## config.mk

```make
export PLATFORM = sky130hd
export DESIGN_NAME = http_chunked_body_decoder_flat
export DESIGN_NICKNAME = d
export VERILOG_FILES = /design/src/design/hcbd_pkg.sv /design/src/design/hcbd_in_if.sv /design/src/design/hcbd_out_if.sv /design/src/design/hcbd_core.sv /design/src/design/http_chunked_body_decoder.sv /design/src/flat_wrapper.sv
export SDC_FILE = /design/constraint.sdc
export NUM_CORES = 1
export LEC_CHECK = 0
export ABC_AREA = 1
export BUFFER_PORTS_ARGS = -buffer_cell sky130_fd_sc_hd__buf_2
export CORE_MARGIN = 3
export CORE_UTILIZATION = 45
export CTS_BUF_LIST = sky130_fd_sc_hd__clkbuf_4 sky130_fd_sc_hd__clkbuf_8
export CTS_CLUSTER_SIZE = 20
export DETAILED_ROUTE_END_ITERATION = 16
export PLACE_DENSITY_LB_ADDON = 0.08
export SYNTH_ARGS = -nofsm -noshare
export SYNTH_HDL_FRONTEND = slang
export SYNTH_HIERARCHICAL = 1
export SYNTH_SLANG_ARGS = --single-unit
```

## constraint.sdc

```tcl
create_clock -name clk_i -period 6.93 [get_ports clk_i]
set_input_delay 1.386 -clock clk_i [delete_from_list [all_inputs] [get_ports clk_i]]
set_output_delay 1.386 -clock clk_i [all_outputs]
set_load 0.005 [all_outputs]
```

## src/design/hcbd_pkg.sv

```systemverilog
package hcbd_pkg;

  // Size line length limit and chunk size accumulator width
  localparam int unsigned LINE_LIMIT = 19;
  localparam int unsigned SIZE_BITS  = 32;
  localparam int unsigned LINE_CNT_W = $clog2(LINE_LIMIT + 1);
  localparam int unsigned BODY_LEN_W = 32;

  localparam logic [7:0] CHAR_CR = 8'h0D;

  typedef enum logic [2:0] {
    PH_LINE  = 3'd0,
    PH_LF    = 3'd1,
    PH_DATA  = 3'd2,
    PH_TRAIL = 3'd3,
    PH_DONE  = 3'd4
  } phase_e;

  typedef enum logic [1:0] {
    KIND_FRAME   = 2'd0,
    KIND_PAYLOAD = 2'd1,
    KIND_END     = 2'd2,
    KIND_IGNORED = 2'd3
  } kind_e;

  // Decoder state carried from one byte to the next
  typedef struct packed {
    phase_e                  phase;
    logic [SIZE_BITS-1:0]    size_accum;
    logic                    hex_stopped;
    logic [LINE_CNT_W-1:0]   line_chars;
    logic [SIZE_BITS-1:0]    bytes_left;
    logic                    trailer_skip;
    logic [BODY_LEN_W-1:0]   delivered;
  } dec_state_t;

  localparam dec_state_t STATE_RESET = '{
    phase:        PH_LINE,
    size_accum:   '0,
    hex_stopped:  1'b0,
    line_chars:   '0,
    bytes_left:   '0,
    trailer_skip: 1'b0,
    delivered:    '0
  };

  typedef struct packed {
    kind_e                 kind;
    logic [7:0]            payload_byte;
    logic [BODY_LEN_W-1:0] body_length;
  } result_t;

  typedef struct packed {
    logic       valid;
    logic [3:0] value;
  } hex_digit_t;

  // ASCII hex digit decode, either case
  function automatic hex_digit_t hex_decode(input logic [7:0] c);
    hex_digit_t h;
    h.valid = 1'b1;
    h.value = 4'd0;
    if (c >= 8'h30 && c <= 8'h39) begin
      h.value = 4'(c - 8'h30);
    end else if (c >= 8'h61 && c <= 8'h66) begin
      h.value = 4'(c - 8'h57);
    end else if (c >= 8'h41 && c <= 8'h46) begin
      h.value = 4'(c - 8'h37);
    end else begin
      h.valid = 1'b0;
    end
    return h;
  endfunction

endpackage

```

## src/design/hcbd_in_if.sv

```systemverilog
interface hcbd_in_if;
  logic       valid;
  logic       ready;
  logic [7:0] in_byte;
  logic       start_of_body;

  modport source (output valid, output in_byte, output start_of_body, input ready);
  modport sink   (input valid, input in_byte, input start_of_body, output ready);
endinterface

```

## src/design/hcbd_out_if.sv

```systemverilog
interface hcbd_out_if;
  logic                           valid;
  logic                           ready;
  hcbd_pkg::kind_e                kind;
  logic [7:0]                     payload_byte;
  logic [hcbd_pkg::BODY_LEN_W-1:0] body_length;

  modport source (output valid, output kind, output payload_byte, output body_length,
                  input ready);
  modport sink   (input valid, input kind, input payload_byte, input body_length,
                  output ready);
endinterface

```

## src/design/hcbd_core.sv

```systemverilog
// Next-state and result logic for one body byte
module hcbd_core (
  input  hcbd_pkg::dec_state_t state_i,
  input  logic [7:0]           byte_i,
  input  logic                 start_i,
  output hcbd_pkg::dec_state_t state_o,
  output hcbd_pkg::result_t    result_o
);

  hcbd_pkg::dec_state_t cur;
  hcbd_pkg::dec_state_t nxt;
  hcbd_pkg::hex_digit_t hex;
  hcbd_pkg::kind_e      kind;
  logic [7:0]           pay;
  logic [hcbd_pkg::SIZE_BITS-1:0] left_dec;

  always_comb begin
    // Start of body restarts at a size line with a zero count
    cur      = start_i ? hcbd_pkg::STATE_RESET : state_i;
    nxt      = cur;
    hex      = hcbd_pkg::hex_decode(byte_i);
    kind     = hcbd_pkg::KIND_FRAME;
    pay      = 8'd0;
    left_dec = cur.bytes_left - 1'b1;

    unique case (cur.phase)
      hcbd_pkg::PH_LINE: begin
        if (byte_i != hcbd_pkg::CHAR_CR &&
            cur.line_chars < hcbd_pkg::LINE_CNT_W'(hcbd_pkg::LINE_LIMIT)) begin
          nxt.line_chars = cur.line_chars + 1'b1;
          if (!cur.hex_stopped) begin
            if (hex.valid) begin
              nxt.size_accum = {cur.size_accum[hcbd_pkg::SIZE_BITS-5:0], hex.value};
            end else begin
              nxt.hex_stopped = 1'b1;
            end
          end
        end else begin
          nxt.phase = hcbd_pkg::PH_LF;
        end
      end
      hcbd_pkg::PH_LF: begin
        // Line feed byte is not checked
        if (cur.size_accum == '0) begin
          nxt.phase = hcbd_pkg::PH_DONE;
          kind      = hcbd_pkg::KIND_END;
        end else begin
          nxt.bytes_left = cur.size_accum;
          nxt.phase      = hcbd_pkg::PH_DATA;
        end
      end
      hcbd_pkg::PH_DATA: begin
        kind           = hcbd_pkg::KIND_PAYLOAD;
        pay            = byte_i;
        nxt.delivered  = cur.delivered + 1'b1;
        nxt.bytes_left = left_dec;
        if (left_dec == '0) begin
          nxt.phase        = hcbd_pkg::PH_TRAIL;
          nxt.trailer_skip = 1'b0;
        end
      end
      hcbd_pkg::PH_TRAIL: begin
        // Two bytes after the chunk, skipped unchecked
        if (cur.trailer_skip) begin
          nxt.trailer_skip = 1'b0;
          nxt.phase        = hcbd_pkg::PH_LINE;
          nxt.size_accum   = '0;
          nxt.hex_stopped  = 1'b0;
          nxt.line_chars   = '0;
        end else begin
          nxt.trailer_skip = 1'b1;
        end
      end
      default: begin
        kind = hcbd_pkg::KIND_IGNORED;
      end
    endcase

    state_o               = nxt;
    result_o.kind         = kind;
    result_o.payload_byte = pay;
    result_o.body_length  = nxt.delivered;
  end

endmodule

```

## src/design/http_chunked_body_decoder.sv

```systemverilog
// Chunked transfer body decoder.
// body_i takes one raw body byte per request, with start_of_body set on the
// first byte of a new body. res_o returns exactly one result per byte: a
// framing byte, a payload byte, the end of the body (zero size chunk), or a
// byte ignored after the end, together with the running payload count.
// A byte accepted in one cycle shows its result in the next. Throughput is one
// byte per cycle while the receiver keeps up; the decode is a single pass of
// small logic between the state register and the result register.
// The result register acts as the output stage: body_i stays ready while it
// is empty or being taken in the same cycle, so a stalled receiver holds the
// result and stops input only for as long as it stalls.
// Reset clears the decoder to the start of a size line with a zero payload
// count and empties the result register.
module http_chunked_body_decoder (
  input  logic       clk_i,
  input  logic       rst_ni,
  hcbd_in_if.sink    body_i,
  hcbd_out_if.source res_o
);

  hcbd_pkg::dec_state_t state_q;
  hcbd_pkg::dec_state_t state_d;
  hcbd_pkg::result_t    res_d;
  hcbd_pkg::result_t    res_q;
  logic                 res_valid_q;
  logic                 accept;

  assign body_i.ready = !res_valid_q || res_o.ready;
  assign accept       = body_i.valid && body_i.ready;

  hcbd_core u_core (
    .state_i  (state_q),
    .byte_i   (body_i.in_byte),
    .start_i  (body_i.start_of_body),
    .state_o  (state_d),
    .result_o (res_d)
  );

  // Decoder state, advanced once per accepted byte
  always_ff @(posedge clk_i or negedge rst_ni) begin
    if (!rst_ni) begin
      state_q     <= hcbd_pkg::STATE_RESET;
      res_valid_q <= 1'b0;
    end else begin
      if (accept) begin
        state_q     <= state_d;
        res_valid_q <= 1'b1;
      end else if (res_o.ready) begin
        res_valid_q <= 1'b0;
      end
    end
  end

  // Result register
  always_ff @(posedge clk_i) begin
    if (accept) begin
      res_q <= res_d;
    end
  end

  assign res_o.valid        = res_valid_q;
  assign res_o.kind         = res_q.kind;
  assign res_o.payload_byte = res_q.payload_byte;
  assign res_o.body_length  = res_q.body_length;

endmodule

```

## src/flat_wrapper.sv

```systemverilog
// flat-port wrapper written by rule: the top's interface ports become plain ports
module http_chunked_body_decoder_flat 
  (clk_i, rst_ni, body_i_valid, body_i_in_byte, body_i_start_of_body, body_i_ready, res_o_valid, res_o_kind, res_o_payload_byte, res_o_body_length, res_o_ready);
  hcbd_in_if body_i_i ();
  hcbd_out_if res_o_i ();
  input  logic clk_i;
  input  logic rst_ni;
  input wire logic [$bits(body_i_i.valid)-1:0] body_i_valid;
  input wire logic [$bits(body_i_i.in_byte)-1:0] body_i_in_byte;
  input wire logic [$bits(body_i_i.start_of_body)-1:0] body_i_start_of_body;
  output wire logic [$bits(body_i_i.ready)-1:0] body_i_ready;
  output wire logic [$bits(res_o_i.valid)-1:0] res_o_valid;
  output wire logic [$bits(res_o_i.kind)-1:0] res_o_kind;
  output wire logic [$bits(res_o_i.payload_byte)-1:0] res_o_payload_byte;
  output wire logic [$bits(res_o_i.body_length)-1:0] res_o_body_length;
  input wire logic [$bits(res_o_i.ready)-1:0] res_o_ready;
  assign body_i_i.valid = body_i_valid;
  assign body_i_i.in_byte = body_i_in_byte;
  assign body_i_i.start_of_body = body_i_start_of_body;
  assign body_i_ready = body_i_i.ready;
  assign res_o_valid = res_o_i.valid;
  assign res_o_kind = res_o_i.kind;
  assign res_o_payload_byte = res_o_i.payload_byte;
  assign res_o_body_length = res_o_i.body_length;
  assign res_o_i.ready = res_o_ready;
  http_chunked_body_decoder u_core (.clk_i(clk_i), .rst_ni(rst_ni), .body_i(body_i_i), .res_o(res_o_i));
endmodule
```

==> summary.md <==
| Metric | Value |
|---|---|
| Outcome | `finished, final reports clean` |
| Seq/Total Area, Yosys | `38.1%` |
| Diode count | `0` |
| Synthesized instance count | `roughly 1500` |
| Max-cap violations | `0` |
| Routability congestion estimate | `0.923` |
| CTS Root Cell | `clkbuf_8` |
| R2r startpoint | `u_core/state_q[103]` |
| Yosys top cell area share | `about 26%` |
| Skew final | `about 0.025 ns` |
| Mapped cell area | `0.0103 mm2` |
| Fin. Hold Viols | `0` |
| Core Region | `roughly 0.022 mm2` |
| Grt total ovfl | `0` |
| Least-Margin Pin Slew | `1.20 ns` |
| Finished Cell Area | `between 0.01 and 0.015 mm2` |
| Worst Path Arrival | `4.55 ns` |
| Synth unique cells | `36` |
| Final #Nets | `1502` |
| GRT Total Usage | `24.7%` |
| Drt first pass iters | `5` |
| DRC | `0` |
| Peak VDD IR | `0.112 mV` |
| Asr flop ratio synth | `a little under three quarters` |
| Vias in the first global route | `9121` |
| Synth warn | `6` |
| Setup CP Type | `input port to register` |
| Post-route insts no fill | `1775` |
| Final WL | `30400 um` |
| Initial Utilization | `46.6%` |
| Port Buf Inserts | `56` |
| First-pass GRT wire length | `around 49000 um` |
| Layout cells sized above 1 | `8.49%` |
| R2R setup slack | `3.81 ns` |
| Reg2reg end | `u_core/state_q[68]` |
| Area leader, netlist | `dfrtp_1` |
| Synthesis-to-layout area growth | `4.71%` |
| Core Rows | `54` |
| Post-Place Cell Area | `0.0104 mm2` |
| Number of endpoints failing setup at the final stage | `0` |
| CTS tree | `built` |
| Synth cell count leaders | `466 x nand2_1, 180 x nand3_1, 156 x nor2_1` |
| PwrDens | `227 mW/mm2` |
| Top_reg_cell synth | `dfrtp_1` |
| Clock Latency Late Sink | `roughly 0.47 ns` |
| Hold worst-path end | `u_core/state_q[64]` |
| Pin count of the biggest net entering global routing | `80` |
| Crit path capture type | `register` |
| Most common cell in the netlist | `nand2_1` |
| CTS sink cnt | `between 100 and 150` |
| Worst endpoint required time | `7.29 ns` |
| Initial antenna violation count | `0` |
| Die H | `157 um` |
| Pwr Total | `2.46 mW` |
| Worst r2r path cells | `12` |
| Worst setup SP type | `input port` |
| Placed insts | `1743` |
| Final slew viol count | `0` |
| Worst slew margin | `19.7%` |
| Via density | `~5.5` |
| Min-delay worst type | `register to register` |
| RSZ-0062 raised after global routing | `false` |
| Fillers | `2248` |
| Via count | `9783` |
| Setup Buffers After CTS | `0` |
| WL/cell | `between 15 and 20 um` |
| Hold_sp | `u_core/state_q[64]` |
| Iteration-0 DRC Markers | `1019` |
| Clock transition at path regs | `about 0.090 ns` |
| Cts bufs inserted | `17` |
| Hold Slack | `about 0.47 ns` |
| Largest cells by area after synthesis | `dfrtp_1 26%, nand2_1 17%, edfxtp_1 12%` |
| Tcrit/Tclk final | `between 60 and 70%` |
| Post-synth EDFFs | `42` |
| CTS max path bufs | `2` |
| Post-cts resize count | `0` |
| HPWL after DPL | `20400 um` |
| Avg Inst Size Synth | `6.87 um2` |
| Sum Neg Setup Slack | `0 ns` |
| Syn nets | `between 1500 and 2000` |
| Routed Antenna Nets | `0` |
| Horiz. Die Dim | `157 um` |
| Post-synthesis register bit count | `149` |
| Ports | `between 50 and 60` |
| Final min period | `4.19 ns` |
| H-Tree Level Count | `4` |
| CP Max Fanout | `40` |
| Die area | `~0.025 mm2` |
| Leak | `approximately 5.6 nW` |
| Hold buffers post-CTS | `0` |
| Hold path depth | `2` |
| Peak Freq | `239 MHz` |
-- sequential cells by signal, summed over array words and instances, names as in the netlist --
name,count
u_core/state_q,106
u_core/res_o.body_length,32
u_core/res_o.payload_byte,8
u_core/res_o.kind,2
u_core/res_o.valid,1
-- routing by layer --
layer  share of wire, %  vias to the layer above  track usage [%]
met5                  0                        -                0
met4                3.2                        0             8.80
met3                5.3                       58             4.34
met2                 45                      297             39.3
met1                 47                     4578             34.1
li1                   -                     4850                -
-- cell usage in the layout (no fill, tap or decap), types with 2 or more instances in the layout --
cell / instances
o22ai_1: 42
nor3_1: 15
inv_1: 146
inv_8: 4
inv_6: 3
clkinv_4: 4
xor2_1: 27
buf_4: 15
o21ai_1: 11
xnor2_1: 8
nand2_2: 2
nand2_1: 465
nand2_4: 3
a21oi_1: 17
edfxtp_1: 42
nor2_2: 7
o211ai_1: 24
o221ai_1: 17
o21ai_0: 68
nand3_1: 180
nor4_1: 5
dfrtp_1: 107
nand4_1: 25
clkbuf_8: 18
ha_1: 7
nor2_1: 156
buf_2: 54
inv_2: 10
-- worst max path at each step --
stage                                     from            endpoint  depth (start not counted)
after floorplan           body_i_start_of_body  u_core/state_q[28]                         18
final                     body_i_start_of_body  u_core/state_q[68]                         13
after CTS                 body_i_start_of_body  u_core/state_q[27]                         14
after global routing      body_i_start_of_body  u_core/state_q[31]                         14
after detailed placement  body_i_start_of_body  u_core/state_q[25]                         14
after global placement    body_i_start_of_body  u_core/state_q[27]                         14
-- stage by stage --
stage               worst slack, ns  util, %
detailed placement             2.31     47.0
global placement               2.41     47.0
CTS                            2.81     48.8
global route                   2.52     48.8
floorplan                      3.10        -
finish                         2.74     48.8
-- cells by family after synthesis --
kind of cell             Yosys count  share of synthesized area (%)
buffers and inverters            267                           12.1
AO/OA/AOI/OAI                    184                           10.8
XOR/XNOR                          35                           2.97
AND/OR/NAND/NOR                  862                           35.2
flip-flops                       149                           38.1
adder cells (fa/ha/maj)            7                          0.848
-- critical path, cell delays in order --
cell and delay [ns]:
buf_2 0.10, buf_4 0.45, nor2_1 0.23, nor3_4 0.42
inv_1 0.24, o21ai_0 0.12, nand2_1 0.12, nor2_2 0.93
inv_1 0.17, nor2_1 0.13, o21ai_0 0.08, nand3_1 0.08
nand2_1 0.07
-- layout make-up --
cell class,count,area [um2],share of cell area (%)
Multi-Input combinational cell,1088,5140,47.6
Clock buffer,18,248,2.29
Timing Repair Buffer,69,383,3.54
Clock inverter,14,160,1.48
Inverter,157,589,5.45
Tap cell,280,350,3.24
Sequential cell,149,3940,36.4
-- report_power, final --
part | total [mW] | leakage [nW] | internal, mW | switching (mW)
clock network | 0.720 | 0.205 | 0.312 | 0.409
logic | 0.711 | 3.52 | 0.211 | 0.501
registers | 1.02 | 1.87 | 0.978 | 0.0461
Note: power is estimated with default switching activity, not from simulation.
